===== src/rtl/core/mdtks_pkg.sv =====
// shared types and constants for the tricube kernel smoother
// no dependencies
`timescale 1ns / 1ps

package mdtks_pkg;

  localparam int MaxOutputs = 64;
  localparam int MaxDims    = 4;
  localparam int IdxW       = $clog2(MaxOutputs);
  localparam int CntW       = $clog2(MaxOutputs + 1);
  localparam int WsumW      = 48;
  localparam int VsumW      = 64;

  localparam logic [16:0] OneQ16 = 17'h10000;
  localparam logic [15:0] OneQ15 = 16'h8000;
  localparam logic [WsumW-1:0] WsumMax = {WsumW{1'b1}};

  typedef enum logic [1:0] {
    OpLoad   = 2'd0,
    OpAccum  = 2'd1,
    OpFinish = 2'd2,
    OpClear  = 2'd3
  } op_e;

  typedef enum logic [2:0] {
    RegNumDims = 3'd0,
    RegInvBw0  = 3'd1,
    RegInvBw1  = 3'd2,
    RegInvBw2  = 3'd3,
    RegInvBw3  = 3'd4
  } reg_e;

  typedef enum logic [2:0] {
    StIdle,
    StAccum,
    StFinRead,
    StFinDiv,
    StFinOut
  } state_e;

  // lane request: one coordinate pair, inverse bandwidth and a used flag
  typedef struct packed {
    logic [15:0] xi;
    logic [15:0] xo;
    logic [23:0] ibw;
    logic        used;
  } lane_req_t;

endpackage


===== src/rtl/core/mdtks_merge.sv =====
// merges lane kernels with the sample weight into one point weight
// depends on mdtks_pkg
`timescale 1ns / 1ps

module mdtks_merge
  import mdtks_pkg::*;
(
  input  logic        clk_i,
  input  logic [15:0] k_i [MaxDims],
  input  logic [15:0] sw_i,
  output logic [15:0] w_o
);

  logic [15:0] w1_q, w2_q, w3_q, k2_q, k3a_q, k3b_q;
  logic [15:0] sw1_q, sw2_q, sw3_q, w_r_q;
  logic [31:0] p1, p2, p3, pw;

  // dimensions folded in order, one floor per multiply
  assign p1 = k_i[0] * k_i[1];
  assign p2 = w1_q * k2_q;
  assign p3 = w2_q * k3b_q;
  assign pw = w3_q * sw3_q;

  always_ff @(posedge clk_i) begin
    w1_q  <= p1[30:15];
    k2_q  <= k_i[2];
    k3a_q <= k_i[3];
    sw1_q <= sw_i;
    w2_q  <= p2[30:15];
    k3b_q <= k3a_q;
    sw2_q <= sw1_q;
    w3_q  <= p3[30:15];
    sw3_q <= sw2_q;
    w_r_q <= pw[30:15];
  end
  assign w_o = w_r_q;

endmodule

===== config.mk =====
export PLATFORM = sky130hd
export DESIGN_NAME = mdtks_merge
export DESIGN_NICKNAME = d
export VERILOG_FILES = /design/src/rtl/core/mdtks_pkg.sv /design/src/rtl/core/mdtks_merge.sv
export SDC_FILE = /design/constraint.sdc
export NUM_CORES = 2
export LEC_CHECK = 0
export BUFFER_PORTS_ARGS = -buffer_cell sky130_fd_sc_hd__clkbuf_2
export CAP_MARGIN = 15
export CORE_UTILIZATION = 50
export CTS_CLUSTER_DIAMETER = 100
export DETAILED_ROUTE_END_ITERATION = 12
export PLACE_DENSITY = 0.74
export SLEW_MARGIN = 15
export SYNTH_ARGS = -nofsm -noshare
export SYNTH_HDL_FRONTEND = slang
export SYNTH_SLANG_ARGS = --single-unit

===== constraint.sdc =====
create_clock -name clk_i -period 16.65 [get_ports clk_i]
set_clock_uncertainty 0.2 [all_clocks]
set_input_delay 2.4975 -clock clk_i [delete_from_list [all_inputs] [get_ports clk_i]]
set_output_delay 2.4975 -clock clk_i [all_outputs]
set_load 0.02 [all_outputs]

==> qor.yml <==
grt.total_usage_pct: 23.3
cts-buffers-inserted: 17
clkTransAtPathRegs_ns: 0.07
cts_root_buf: "clkbuf_16"
ys_ff_latch: 160
hold_buffers: 0
hpwl_um: 60900
via_count: 24300
synthCells: 3778
antenna_left: 0
io_buffers: 96
post-place-cells: 4687
worst_slew_pin_slew_ns: 0.963
top_layer_used: "met4"
cp.arrival_ns: 8.35
start_util_pct: 50.8
rr_worst_depth: 17
die_y_um: 267
crit_end: "w1_q[13]"
cp_max_fo: 16
synth.distinct_cells: 64
grt_overflow: 0
viasPerCell: 5.14
antennaDiodeCount: 0
dr.first_iter.drc_count: 1102
ys_seq_area_share_pct: 9.15
start_kind: "input port"
fin_crit_ns: 8.14
timing.final.crit_share_pct: 48.9
wl_per_cell_um: 16.3
core_area_sq_um: 68900
syn_avg_cell_area_sq_um: 9.26
finalSetupTns_ns: 0
rrSetupSlack_ns: 9.40
fin_cells: 4719
fmax_mhz: 123
critPathMostFrequentCell: "fa_1"
grt_pass1_vias: 26500
setup_viol: 0
relSlewSlack_pct: 35.7
async_flop_share_pct: 0
clock-sinks: 160
slew_violations: 0
cpPeakStageDelay_ns: 0.54
die-area_sq_um: 71000
crit_slowest_cell: "fa_1"
worstSetupEndpointType: "register"
rr_endpoint: "w3_q[12]"
wl_um: 77000
wl_met3_um: 4680
cts_tree: "yes"
synth_flop_cell: "dfxtp_1"
die_x_um: 267
min_path_type: "reg2reg"
num_rows: 96
nets: 5012
gp_congestion: 0.884
area_growth_pct: 5.32
cts_max_level: 4
io_pins: 97
synth_area_sq_um: 35000
drc_errors: 0
wl_met2_um: 38700
drive_above_1_share_pct: 4.20
drtPass1Iterations: 5
antenna_found_initial: 2
synth.net_count: 5015
grt_max_degree: 17
cp.required_ns: 16.86
clock_path_buffers: 2
worstReg2RegStart: "w2_q[10]"
worstPathCellList: "clkbuf_2 > and2_1 > fa_1 > inv_1 > fa_1 > fa_1 > fa_1 > inv_1 > fa_1 > inv_1 > fa_1 > inv_1 > ha_1 > nand2_1 > o21ai_0 > o21bai_1 > a2111oi_2 > nor3b_2 > o21ai_2 > o21a_2 > xor2_1"
finalHoldViolations: 0
grt_pass1_wl_um: 131000
synth-edff-count: 0
crit_path_start: "k_i[55]"
maxCapViolCount: 0
crit_type: "in2reg"
ctsResizeCount: 0
cts_setup_buffers: 0
met1_length_um: 32100
rsz0062_at_grt: "false"
status: "finished clean"
ys_warn_count: 0
clock_latency_ns: 0.50
## cell type report
cell class / count / area, sq um
clock buffer: 18 / 439
clock inverter: 14 / 180
fill: 6210 / 32100
inverter: 903 / 3390
multi-input combinational: 2586 / 27900
sequential: 160 / 3200
tap: 931 / 1160
timing repair buffer: 107 / 563
## worst min path at each step
stage,start,to,cells after the start
detailed placement,sw2_q[12],sw3_q[12],0
floorplan,k3a_q[0],k3b_q[0],0
finish,sw2_q[12],sw3_q[12],0
CTS,sw2_q[12],sw3_q[12],0
global placement,sw2_q[14],sw3_q[14],0
global route,sw1_q[3],sw2_q[3],0
## layer usage
layer	vias up	GRT usage, %
met4	0	6.15
li1	11100	-
met1	12400	29.6
met5	-	0
met2	676	41.1
met3	108	3.75
## state kept, by name, summed over array words and instances, names as in the netlist
signal	flops
w2_q	16
sw2_q	16
k3a_q	16
sw3_q	16
w1_q	16
k3b_q	16
w3_q	16
sw1_q	16
w_o	16
k2_q	16
## cell usage in the layout, fill, tap and decap left out, drive strengths merged, types with 4 or more instances in the layout
master,instances
a211oi,10
a21o,30
a21oi,53
a31oi,10
and2,446
and3,9
buf,11
clkbuf,114
clkinv,7
dfxtp,160
fa,768
ha,388
inv,906
nand2,601
nand2b,6
nand3,19
nand4,17
nor2,31
nor3,15
nor4,4
o211ai,4
o21a,10
o21ai,31
o21bai,8
or2,4
xnor2,60
xor2,17
## metrics by stage
step	worst slack [ns]	hold WS, ns	utilization, %	area [sq um]
global placement	8.08	0.111	52.6	36200
detailed placement	8.01	0.112	52.6	36200
floorplan	8.61	0.110	-	35000
finish	8.51	0.117	53.5	36900
CTS	8.54	0.120	53.5	36900
global route	8.31	0.128	53.5	36900
## synthesized netlist by cell type (8+ instances only)
cell / count / area share [%]
fa_1: 768 / 44
nor2_1: 31 / 0.33
o21bai_1: 8 / 0.17
a21o_1: 30 / 0.64
o21a_1: 9 / 0.19
nand4_1: 17 / 0.30
dfxtp_1: 160 / 9.2
nor3_1: 14 / 0.20
inv_1: 903 / 9.7
xor2_1: 17 / 0.43
a21oi_1: 53 / 0.76
and3_1: 9 / 0.16
ha_1: 388 / 14
xnor2_1: 60 / 1.5
o21ai_0: 28 / 0.40
a211oi_1: 10 / 0.21
nand3_1: 19 / 0.27
and2_1: 446 / 8.0
a31oi_1: 9 / 0.16
nand2_1: 601 / 6.4
clkbuf_1: 129 / 1.4
## cell families after synthesis
family          Yosys count  share of synthesized area (%)
simple gates           1164                           16.3
compound gates          188                           3.73
mux                       1                         0.0286
flops                   160                           9.15
buf+inv                1032                           11.1
xor+xnor                 77                           1.93
fa+ha+maj              1156                           57.8
## critical path, delay by kind of cell
kind | cells | cell delay (ns)
compound gates | 5 | 1.44
xor+xnor | 1 | 0.16
fa+ha+maj | 7 | 3.31
buf+inv | 5 | 0.47
simple gates | 3 | 0.47
Power is left out: the tool's default activity adds up to more than one toggle a clock period on the data nets, which glitch-free logic cannot reach.
