File: src/rtl/core/mdtks_pkg.sv
// shared types and constants for the tricube kernel smoother
// no dependencies
`timescale 1ns / 1ps

package mdtks_pkg;

  localparam int MaxOutputs = 64;
  localparam int MaxDims    = 4;
  localparam int IdxW       = $clog2(MaxOutputs);
  localparam int CntW       = $clog2(MaxOutputs + 1);
  localparam int WsumW      = 48;
  localparam int VsumW      = 64;

  localparam logic [16:0] OneQ16 = 17'h10000;
  localparam logic [15:0] OneQ15 = 16'h8000;
  localparam logic [WsumW-1:0] WsumMax = {WsumW{1'b1}};

  typedef enum logic [1:0] {
    OpLoad   = 2'd0,
    OpAccum  = 2'd1,
    OpFinish = 2'd2,
    OpClear  = 2'd3
  } op_e;

  typedef enum logic [2:0] {
    RegNumDims = 3'd0,
    RegInvBw0  = 3'd1,
    RegInvBw1  = 3'd2,
    RegInvBw2  = 3'd3,
    RegInvBw3  = 3'd4
  } reg_e;

  typedef enum logic [2:0] {
    StIdle,
    StAccum,
    StFinRead,
    StFinDiv,
    StFinOut
  } state_e;

  // lane request: one coordinate pair, inverse bandwidth and a used flag
  typedef struct packed {
    logic [15:0] xi;
    logic [15:0] xo;
    logic [23:0] ibw;
    logic        used;
  } lane_req_t;

endpackage

File: src/rtl/core/mdtks_lane.sv
// one tricube kernel lane, pipelined with at most one multiply per stage
// depends on mdtks_pkg
`timescale 1ns / 1ps

module mdtks_lane
  import mdtks_pkg::*;
(
  input  logic        clk_i,
  input  lane_req_t   req_i,
  output logic [15:0] k_o
);

  logic [16:0] d_q;
  logic [23:0] ibw_q;
  logic        used1_q;
  logic [40:0] u_q;
  logic        used2_q;
  logic [33:0] t2p_q;
  logic [16:0] u3_q;
  logic        z3_q, used3_q;
  logic [33:0] t3p_q;
  logic        z4_q, used4_q;
  logic [16:0] y5_q;
  logic        z5_q, used5_q;
  logic [33:0] y2p_q;
  logic [16:0] y6_q;
  logic        z6_q, used6_q;
  logic [33:0] y3p_q;
  logic        z7_q, used7_q;
  logic [16:0] diff;
  logic [16:0] y;

  assign diff = {req_i.xi[15], req_i.xi} - {req_i.xo[15], req_i.xo};
  assign y = OneQ16 - t3p_q[32:16];

  always_ff @(posedge clk_i) begin
    d_q     <= diff[16] ? 17'(-diff) : diff;
    ibw_q   <= req_i.ibw;
    used1_q <= req_i.used;
    u_q     <= 41'(d_q) * 41'(ibw_q);
    used2_q <= used1_q;
    t2p_q   <= u_q[16:0] * u_q[16:0];
    u3_q    <= u_q[16:0];
    z3_q    <= (u_q > 41'(OneQ16));
    used3_q <= used2_q;
    t3p_q   <= 34'(t2p_q[33:16]) * 34'(u3_q);
    z4_q    <= z3_q;
    used4_q <= used3_q;
    y5_q    <= y;
    z5_q    <= z4_q;
    used5_q <= used4_q;
    y2p_q   <= y5_q * y5_q;
    y6_q    <= y5_q;
    z6_q    <= z5_q;
    used6_q <= used5_q;
    y3p_q   <= 34'(y2p_q[33:16]) * 34'(y6_q);
    z7_q    <= z6_q;
    used7_q <= used6_q;
  end

  assign k_o = !used7_q ? OneQ15 : (z7_q ? 16'd0 : y3p_q[32:17]);

endmodule

File: config.mk
export PLATFORM = sky130hd
export DESIGN_NAME = mdtks_lane
export DESIGN_NICKNAME = d
export VERILOG_FILES = /design/src/rtl/core/mdtks_pkg.sv /design/src/rtl/core/mdtks_lane.sv
export SDC_FILE = /design/constraint.sdc
export NUM_CORES = 2
export LEC_CHECK = 0
export CAP_MARGIN = 20
export CORE_AREA = 2 2 346 348
export DETAILED_ROUTE_END_ITERATION = 16
export DIE_AREA = 0 0 348 350
export DONT_BUFFER_PORTS = 1
export PLACE_DENSITY_LB_ADDON = 0.1
export SYNTH_ARGS = -nofsm -noshare
export SYNTH_HDL_FRONTEND = slang
export SYNTH_SLANG_ARGS = --single-unit
File: constraint.sdc
create_clock -name clk_i -period 15.5 [get_ports clk_i]
set_input_delay 1.55 -clock clk_i [delete_from_list [all_inputs] [get_ports clk_i]]
set_output_delay 1.55 -clock clk_i [all_outputs]
set_load 0.03 [all_outputs]
==> results.md <==
* Status: finished clean
* Post-synth EDFFs at 0
* Setup violators final at 0
* Buf+Inv Stages, Crit Path at 3
* Worst setup EP type: flop
* Sink Count at between 200 and 250
* Placement row count at 126
* Worst min-delay path class: flop to flop
* Worst-path maximum fanout at 17
* End-of-flow core utilization at a little under half
* Worst R2R Start: ibw_q[9]
* Tcrit/Tclk final at between 40 and 50%
* Post-CTS setup-driven buffer insertion count at 0
* Post-DP HPWL at 101000 um
* Main synth FF type: dfxtp_1
* Synth area leader: fa_1
* Total congestion overflow at 0
* Antenna viol nets, final at 0
* Critical-path cell list: nand2_1, fa_1, fa_1, inv_1, fa_1, ha_1, inv_1, fa_1, inv_1, fa_1, ha_1, a21o_1, o32ai_1, a21oi_1, a221oi_2, o211ai_1, a21o_1, a31oi_1, a21oi_1, a41oi_1, xnor2_1
* Syn_nets at 7646
* Max Buffers Root-to-Sink at 3
* Crit path depth at 21
* Ports at 74
* CTS tree: done
* Yosys cell types at 70
* H-Tree Depth at 2
* Hold WS at ~0.33 ns
* Initial antenna violation count at 6
* Routed wire per std cell at 17.3 um
* Synthesized cell area at between 0.05 and 0.06 mm^2
* Worst path max stage delay at 0.96 ns
* Post-Synthesis Cells at a little under 6000
* Number of buffers added on ports at 0
* Reg-to-Reg End: u_q[38]
* Final Slew Violations at 0
* Sum Neg Setup Slack at 0 ns
* Design Area, Final at about 0.056 mm^2
* Fraction of registers with async set/reset at 0%
* Delay-heaviest family, CP: adder cells
* Area contributors post-synth: fa_1 45%, ha_1 13%, inv_1 12%, dfxtp_1 8.1%, nand2_1 6.1%
* Final Hold Fails at 0
* GRT Total Usage at a little over a fifth
* Slew Limit Headroom at between 20 and 25%
* Area grow syn2layout at 5.16%
* Crit Path Class: flop to flop
* Top cell type's share of synthesized area at 44.9%
* Core ar. at roughly 0.12 mm^2
* Avg Inst Size Synth at approximately 9 um^2
* RSZ-0062 raised after global routing: no
* Vias per std cell at 4.89
* FF+latch count, synth at ~210
* Clk_lat worst skew at around 0.59 ns
* Largest net degree at the start of global routing at 25
* First DRT Iteration DRCs at ~1500
* Number of hold buffers added after CTS at 0
* Final WL at between 100000 and 150000 um
* Die area at roughly 0.12 mm^2
* Clock transition at path regs at about 0.060 ns
* YS warnings at 0
* Routability cong. at around 0.85
* Drt pass-1 iters at 5
* PostCTS Resize Cnt at 0
* Fin crit period at approximately 7.1 ns
* R2R Setup Slk at 8.42 ns
* Crit path to: u_q[38]
* Sequential fraction of the synthesis area at under 10%
* CP dominant cell by count: fa_1
* Worst clock skew at between 0.02 and 0.03 ns
* Die width at 348 um
* Worst Tran Pin Value at 1.13 ns
* Worst EP arrival at roughly 7.6 ns
* Global-route wire length before repair at 209000 um
* Fraction of layout cells with a size suffix above 1 at under 10%
* CP max-delay cell: dfxtp_1
* Vias in the first global route at 39300
* Num CTS Buffers at 34
* Startpoint types: flop
* DRC violation count after routing at 0
* Fmax achieved at about 0.14 GHz
* Post-DP Area at 0.0543 mm^2
* Initial core utilization at roughly 45%
* Via count at 35700
* Root Driver: clkbuf_16
* # nets final at approximately 7500
* Launch point of the worst path: ibw_q[9]
* Die height at 350 um
* Worst EP required at ~16 ns
* Max-cap violations at 0
* Worst Reg-to-Reg Cells at 21
cells in the final DEF, fill, tap and decap left out, types with 5 or more instances in the layout:
cell type  count
inv_1       1644
fa_1        1184
nand2_1      857
ha_1         540
and2_1       468
dfxtp_1      214
nor2_1       114
xnor2_1      108
a21oi_1      100
xor2_1        51
buf_4         46
a21o_1        39
o21ai_0       39
clkbuf_16     35
nor3_1        28
o21a_1        26
nor2b_1       24
nand3_1       17
nor4_1        15
a31oi_1       13
and3_1        13
nand4_1       13
o21bai_1      12
nand2b_1      11
a211oi_1      10
o211ai_1      10
or3_1          8
or2_2          8
a211o_1        7
o22ai_1        7
a21boi_0       7
o21ai_1        7
o2111ai_1      5
o31a_1         5
per-stage QoR:
stage	setup slack, ns	std cells
floorplan	9.20	5864
finish	8.42	7306
global route	8.03	7306
detailed placement	8.42	7241
global placement	8.40	7240
CTS	8.40	7300
worst register-to-register path: cells and delay by family (launching register included):
kind                     cells  cell delay [ns]
AO/OA/AOI/OAI                9             2.23
XOR/XNOR                     1             0.15
adder cells (fa/ha/maj)      7             3.28
buffers and inverters        3             0.15
flip-flops                   1             0.96
AND/OR/NAND/NOR              1             0.19
cells in the mapped netlist, types with 26 or more instances:
cell         n
and2_1     468
nor2_1     114
dfxtp_1    214
a21o_1      39
xor2_1      51
fa_1      1184
o21ai_0     39
clkbuf_1   204
ha_1       540
o21a_1      26
nand2_1    857
a21oi_1    100
xnor2_1    108
nor3_1      28
inv_1     1644
registers in the layout, summed over array words and instances, names as in the netlist, 16 cells and up:
signal,count
ibw_q,24
y6_q,17
y3p_q,16
d_q,17
y5_q,17
t3p_q,17
u3_q,17
u_q,41
t2p_q,18
y2p_q,18
cell type report:
type / count / area, um^2
diodes: 4 / 10.0
clock buffers: 42 / 932
clock inverters: 17 / 234
fillers: 11500 / 62200
inverters: 1644 / 6170
multi-input cells: 3801 / 41600
flip-flops and latches: 214 / 4280
well taps: 1536 / 1920
repair buffers: 48 / 400
worst min path at each step:
stage | cells past startpoint | slack (ns) | to | startpoint
detailed placement | 0 | 0.31 | z5_q | z4_q
floorplan | 0 | 0.31 | used2_q | used1_q
CTS | 0 | 0.33 | used2_q | used1_q
finish | 0 | 0.33 | used2_q | used1_q
global placement | 0 | 0.31 | used5_q | used4_q
global route | 0 | 0.33 | used2_q | used1_q
per-layer routing:
layer	up-vias	track usage (%)	share of wire, %
met5	-	0	0
met4	0	5.99	2.7
met3	159	3.55	4.8
met2	628	36.8	47
met1	18200	29.2	45
li1	16700	-	-
cells by family (layout without fill, tap and decap cells):
kind of cell | count (synthesis) | after routing | share of synthesized area, %
AO/OA/AOI/OAI | 323 | 323 | 4.13
XOR/XNOR | 159 | 159 | 2.64
adder cells (fa/ha/maj) | 1724 | 1724 | 57.7
buffers and inverters | 1849 | 1751 | 13.1
flip-flops | 214 | 214 | 8.11
multiplexers | 3 | 3 | 0.0640
other | 0 | 4 | 0
AND/OR/NAND/NOR | 1592 | 1592 | 14.2
Power is not shown: default switching activity piles up to over one toggle a cycle in this logic, so the estimate is an artifact.
