### src/rtl/core/mdtks_pkg.sv
// shared types and constants for the tricube kernel smoother
// no dependencies
`timescale 1ns / 1ps

package mdtks_pkg;

  localparam int MaxOutputs = 64;
  localparam int MaxDims    = 4;
  localparam int IdxW       = $clog2(MaxOutputs);
  localparam int CntW       = $clog2(MaxOutputs + 1);
  localparam int WsumW      = 48;
  localparam int VsumW      = 64;

  localparam logic [16:0] OneQ16 = 17'h10000;
  localparam logic [15:0] OneQ15 = 16'h8000;
  localparam logic [WsumW-1:0] WsumMax = {WsumW{1'b1}};

  typedef enum logic [1:0] {
    OpLoad   = 2'd0,
    OpAccum  = 2'd1,
    OpFinish = 2'd2,
    OpClear  = 2'd3
  } op_e;

  typedef enum logic [2:0] {
    RegNumDims = 3'd0,
    RegInvBw0  = 3'd1,
    RegInvBw1  = 3'd2,
    RegInvBw2  = 3'd3,
    RegInvBw3  = 3'd4
  } reg_e;

  typedef enum logic [2:0] {
    StIdle,
    StAccum,
    StFinRead,
    StFinDiv,
    StFinOut
  } state_e;

  // lane request: one coordinate pair, inverse bandwidth and a used flag
  typedef struct packed {
    logic [15:0] xi;
    logic [15:0] xo;
    logic [23:0] ibw;
    logic        used;
  } lane_req_t;

endpackage

### src/rtl/core/mdtks_div.sv
// radix-2 divider, signed 64-bit dividend by unsigned 48-bit divisor, saturated quotient
// depends on mdtks_pkg
`timescale 1ns / 1ps

module mdtks_div
  import mdtks_pkg::*;
(
  input  logic             clk_i,
  input  logic             rst_ni,
  input  logic             start_i,
  input  logic [VsumW-1:0] num_i,
  input  logic [WsumW-1:0] den_i,
  output logic             done_o,
  output logic [15:0]      quo_o
);

  logic [6:0]       cnt_q, cnt_d;
  logic             busy_q, busy_d;
  logic             neg_q, neg_d;
  logic [VsumW-1:0] n_q, n_d;
  logic [WsumW:0]   r_q, r_d;
  logic [WsumW-1:0] den_q, den_d;
  logic             done_q, done_d;
  logic [WsumW:0]   trial;
  logic [WsumW:0]   rsh;
  logic [VsumW-1:0] mag;
  logic             big;

  assign rsh   = {r_q[WsumW-1:0], n_q[VsumW-1]};
  assign trial = rsh - {1'b0, den_q};

  always_comb begin
    cnt_d = cnt_q; busy_d = busy_q; neg_d = neg_q; n_d = n_q;
    r_d = r_q; den_d = den_q; done_d = 1'b0;
    if (start_i) begin
      neg_d  = num_i[VsumW-1];
      n_d    = num_i[VsumW-1] ? VsumW'(-num_i) : num_i;
      den_d  = den_i;
      r_d    = '0;
      cnt_d  = 7'(VsumW);
      busy_d = 1'b1;
    end else if (busy_q) begin
      if (!trial[WsumW]) begin
        r_d = trial;
        n_d = {n_q[VsumW-2:0], 1'b1};
      end else begin
        r_d = rsh;
        n_d = {n_q[VsumW-2:0], 1'b0};
      end
      cnt_d = cnt_q - 7'd1;
      if (cnt_q == 7'd1) begin
        busy_d = 1'b0;
        done_d = 1'b1;
      end
    end
  end

  always_ff @(posedge clk_i or negedge rst_ni) begin
    if (!rst_ni) begin
      busy_q <= 1'b0;
      done_q <= 1'b0;
      cnt_q  <= '0;
    end else begin
      busy_q <= busy_d;
      done_q <= done_d;
      cnt_q  <= cnt_d;
    end
  end

  always_ff @(posedge clk_i) begin
    neg_q <= neg_d;
    n_q   <= n_d;
    r_q   <= r_d;
    den_q <= den_d;
  end

  // magnitude may be 2^63 only for most negative dividend
  assign mag = n_q;
  always_comb begin
    big = (mag[VsumW-1:15] != '0);
    if (neg_q) begin
      if (big && !(mag == 64'h8000)) quo_o = 16'h8000;
      else quo_o = 16'(-mag[15:0]);
      if (mag[VsumW-1:16] != '0) quo_o = 16'h8000;
    end else begin
      quo_o = big ? 16'h7fff : mag[15:0];
    end
  end
  assign done_o = done_q;

endmodule

### config.mk
export PLATFORM = sky130hd
export DESIGN_NAME = mdtks_div
export DESIGN_NICKNAME = d
export VERILOG_FILES = /design/src/rtl/core/mdtks_pkg.sv /design/src/rtl/core/mdtks_div.sv
export SDC_FILE = /design/constraint.sdc
export NUM_CORES = 1
export LEC_CHECK = 0
export BUFFER_PORTS_ARGS = -buffer_cell sky130_fd_sc_hd__buf_2
export CAP_MARGIN = 40
export CORE_MARGIN = 5
export CORE_UTILIZATION = 47
export CTS_CLUSTER_DIAMETER = 50
export CTS_CLUSTER_SIZE = 12
export DETAILED_ROUTE_END_ITERATION = 6
export PLACE_DENSITY = 0.69
export RECOVER_POWER = 25
export SLEW_MARGIN = 20
export SYNTH_ARGS = -nofsm -noshare
export SYNTH_HDL_FRONTEND = slang
export SYNTH_SLANG_ARGS = --single-unit
### constraint.sdc
create_clock -name clk_i -period 3.07 [get_ports clk_i]
set_clock_uncertainty 0.1 [all_clocks]
set_input_delay 0.307 -clock clk_i [delete_from_list [all_inputs] [get_ports clk_i]]
set_output_delay 0.307 -clock clk_i [all_outputs]
set_load 0.02 [all_outputs]
==> impl_metrics.env <==
export IMPL_clockRootBuffer="clkbuf_16"
export IMPL_pwr_share_comb=0.272
export IMPL_reg2reg_to="r_q[42]$_SDFFE_PP0P_"
export IMPL_drc_errors=0
export IMPL_slew_headroom=0.009620
export IMPL_rsz0062_at_grt="true"
export IMPL_placed_area_mm2=0.01366
export IMPL_synthMuxAreaShare=0.01467
export IMPL_max_freq_ghz=0.2565
export IMPL_clkTransAtPathRegs_ns=0.06
export IMPL_grt_total_usage=0.2286
export IMPL_holdWs_ns=0.1489
export IMPL_setup_violations=65
export IMPL_power_internal_uw=4710
export IMPL_crit_chain="or3_4 -> or3_4 -> or3_4 -> or3_4 -> or3_4 -> or3_4 -> nor3_4 -> xor2_1 -> a21oi_2 -> buf_4"
export IMPL_worstSkewPairLatency_ns=0.43
export IMPL_vias_per_cell=5.630
export IMPL_synth_area_top_cells="edfxtp_1 30%, dfxtp_1 8.4%, ha_1 5.7%"
export IMPL_layout_cells_non_filler=1958
export IMPL_synth_edf_count=113
export IMPL_status="finished with violations"
export IMPL_path_class="register to primary output"
export IMPL_hp_start="num_i[0]"
export IMPL_cts_buffers=17
export IMPL_synth_top_family_by_area="compound AO/OA/AOI/OAI gates"
export IMPL_cpMaxStageDelayCell="or3_4"
export IMPL_vias=11020
export IMPL_fillers=1954
export IMPL_violations="setup timing"
export IMPL_clockPowerShare=0.301
export IMPL_synth_simple_area_share=0.1933
export IMPL_utilization=0.6645
export IMPL_syn_inst=1298
export IMPL_drv_slew=0
export IMPL_finish_instance_area_mm2=0.01602
export IMPL_synth_xor_area_share=0.08268
export IMPL_hpwl_mm=22.24
export IMPL_ys_ff_latch=170
export IMPL_min_path_type="primary input to register"
export IMPL_dp_cells=1836
export IMPL_nets=1788
export IMPL_rr_startpoint="mag[63]$_DFFE_PP_"
export IMPL_grt_pass1_vias=10600
export IMPL_dieWidth_um=165.9
export IMPL_postRouteWirelength_mm=33.54
export IMPL_synth_most_common_cell="nand2_1"
export IMPL_ff2ff_path_depth=16
export IMPL_worst_ep_arrival_time_ns=3.49
export IMPL_crit_top_cell="or3_4"
export IMPL_cap_violations=0
export IMPL_firstDrtPassIters=5
export IMPL_max_stage_delay_ns=0.41
export IMPL_start_util=0.4740
export IMPL_peakVddDrop_mv=0.4503
export IMPL_cp_required_ns=2.66
export IMPL_ctsLongestPathBuffers=2
export IMPL_port_buffers=131
export IMPL_cp_startpoint="mag[1]$_DFFE_PP_"
export IMPL_grt_antenna_before_repair=0
export IMPL_p_seq_frac=0.427
export IMPL_r2r_setup_slack_ns=-0.29
export IMPL_drtAntennaViolNets=0
export IMPL_grt_pass1_wl_mm=52.58
export IMPL_hold_viol_final=0
export IMPL_fin_ws_ns=-0.8283
export IMPL_place_ws_ns=-0.4249
export IMPL_grt_max_degree=113
export IMPL_wl_per_cell_um=17.13
export IMPL_yosysWarnings=0
export IMPL_yosysTopAreaCell="edfxtp_1"
export IMPL_syn_cell_area_mm2=0.01143
export IMPL_p_per_area_mw_per_mm2=427.4
export IMPL_yosysUniqueCellTypes=81
export IMPL_synth_compound_area_frac=0.2003
export IMPL_swShare=0.3120
export IMPL_period_needed_ns=3.898
export IMPL_drive_gt1_frac=0.3062
export IMPL_synthTopCellsByCount="153 x nand2_1, 133 x nor2_1, 113 x edfxtp_1"
export IMPL_cts_max_level=4
export IMPL_drtIter0Drc=893
export IMPL_seq_area_frac_synth=0.4008
export IMPL_path_max_fanout=3
export IMPL_syn_area_per_cell_um2=8.803
export IMPL_cts_tree="yes"
export IMPL_synth_top_area_frac=0.2970
export IMPL_leakage_uw=0.006707
export IMPL_dieArea_mm2=0.02753
export IMPL_core_area_mm2=0.02411
export IMPL_overflow=0
export IMPL_rows=57
export IMPL_endpoint_kind="primary output"
export IMPL_fp_dieH_um=165.9
export IMPL_cts_sinks=170
export IMPL_syn_nets=1466
export IMPL_start_kind="register"
export IMPL_switching_power_uw=2136
export IMPL_fin_crit_sh=1.270
export IMPL_ys_flop_type="edfxtp_1"
export IMPL_ioPinCount=132
export IMPL_gp_congestion=0.8882
export IMPL_synthAdderAreaFrac=0.05869
export IMPL_area_growth_pct=40.20
export IMPL_crit_path_end="quo_o[15]"
export IMPL_synthArstFlopShare=0.05294
export IMPL_tightestPinTransition_ns=1.486
==> stage by stage <==
step,TNS [ns],total power [uW]
detailed placement,-17.97,4544
global route,-28.28,7176
CTS,-23.86,6774
global placement,-14.30,4506
floorplan,-2.640,3936
finish,-19.03,6846
==> worst min-delay path by stage <==
stage / end / slack [ns] / cells after the start
3_3_place_gp: cnt_q[4]$_DFFE_PN0P_ / 0.07 / 1
6_report: mag[0]$_DFFE_PP_ / 0.15 / 3
5_1_grt: mag[0]$_DFFE_PP_ / 0.16 / 3
4_1_cts: mag[0]$_DFFE_PP_ / 0.14 / 3
3_5_place_dp: cnt_q[3]$_DFFE_PN0P_ / 0.07 / 1
2_1_floorplan: busy_q$_DFF_PN0_ / -0.09 / 0
==> power groups by stage <==
| stage | combinational [uW] | clock, uW | sequential [uW] |
|---|---|---|---|
| after floorplan | 1020 | 0 | 2920 |
| after global placement | 1560 | 0 | 2940 |
| after detailed placement | 1590 | 0 | 2950 |
| after CTS | 1760 | 2100 | 2910 |
| after global routing | 2040 | 2190 | 2950 |
| final | 1860 | 2060 | 2920 |
==> layout make-up <==
class                           count  area, um^2  share of cell area
Antenna cell                        1       2.502           0.0001562
Clock buffer                       17       425.4             0.02656
Clock inverter                     15       123.9            0.007733
Inverter                           80       305.3             0.01906
Multi-Input combinational cell    986        7192              0.4490
Sequential cell                   170        4581              0.2859
Tap cell                          324       405.4             0.02531
Timing Repair Buffer              365        2984              0.1863
==> registers in the layout (all words and copies together) (netlist names) <==
name,flops
done_o,1
mag,64
r_q,48
neg_q,1
den_q,48
cnt_q,7
busy_q,1
==> cell usage in the layout, fill, tap and decap left out, types with 10 or more instances in the layout <==
master / netlist / layout
a21o_1: 14 / 14
a21oi_1: 112 / 108
a311oi_2: 0 / 25
a31oi_1: 12 / 10
buf_12: 0 / 16
buf_2: 3 / 112
buf_4: 0 / 150
buf_6: 3 / 27
clkbuf_16: 0 / 17
dfxtp_1: 48 / 48
dlygate4sd3_1: 0 / 49
edfxtp_1: 113 / 113
ha_1: 52 / 50
inv_1: 80 / 76
nand2_1: 153 / 114
nand2_2: 0 / 11
nand2_4: 0 / 28
nand3_1: 27 / 26
nand4_1: 12 / 12
nor2_1: 133 / 133
nor3_1: 21 / 20
nor4_1: 27 / 26
o21ai_0: 75 / 62
o21ai_1: 5 / 15
o311ai_4: 0 / 10
o31ai_1: 20 / 19
xnor2_1: 35 / 34
xor2_1: 71 / 69
==> worst max-delay path: cells and delay by family (launching register included) <==
family,cells,cell delay [ns]
AO/OA/AOI/OAI,1,0.07
XOR/XNOR,1,0.19
flip-flops,1,0.40
AND/OR/NAND/NOR,7,2.26
buffers and inverters,1,0.16
==> per-layer routing <==
| metal | GRT usage | share of wire | vias up |
|---|---|---|---|
| met5 | 0 | 0 | - |
| met1 | 0.3062 | 0.44 | 5220 |
| met4 | 0.06815 | 0.028 | 0 |
| met2 | 0.3775 | 0.47 | 339 |
| li1 | - | - | 5396 |
| met3 | 0.04451 | 0.056 | 68 |
==> what timing repair did <==
action	in CTS	in global routing
buffers inserted	29	14
hold buffers	49	0
endpoints found under the setup margin	65	65
resized for setup	131	96
gates cloned	7	0
endpoints found under the hold margin	57	0
pin swaps	58	40
==> logic make-up (layout without fill, tap and decap cells) <==
kind of cell    Yosys count  count (layout)
mux                      16              16
compound gates          352             352
xor+xnor                107             107
buf+inv                 142             477
other cells               0               1
fa+ha+maj                53              53
flops                   170             170
simple gates            458             458
Note: power is estimated with default switching activity, not from simulation.
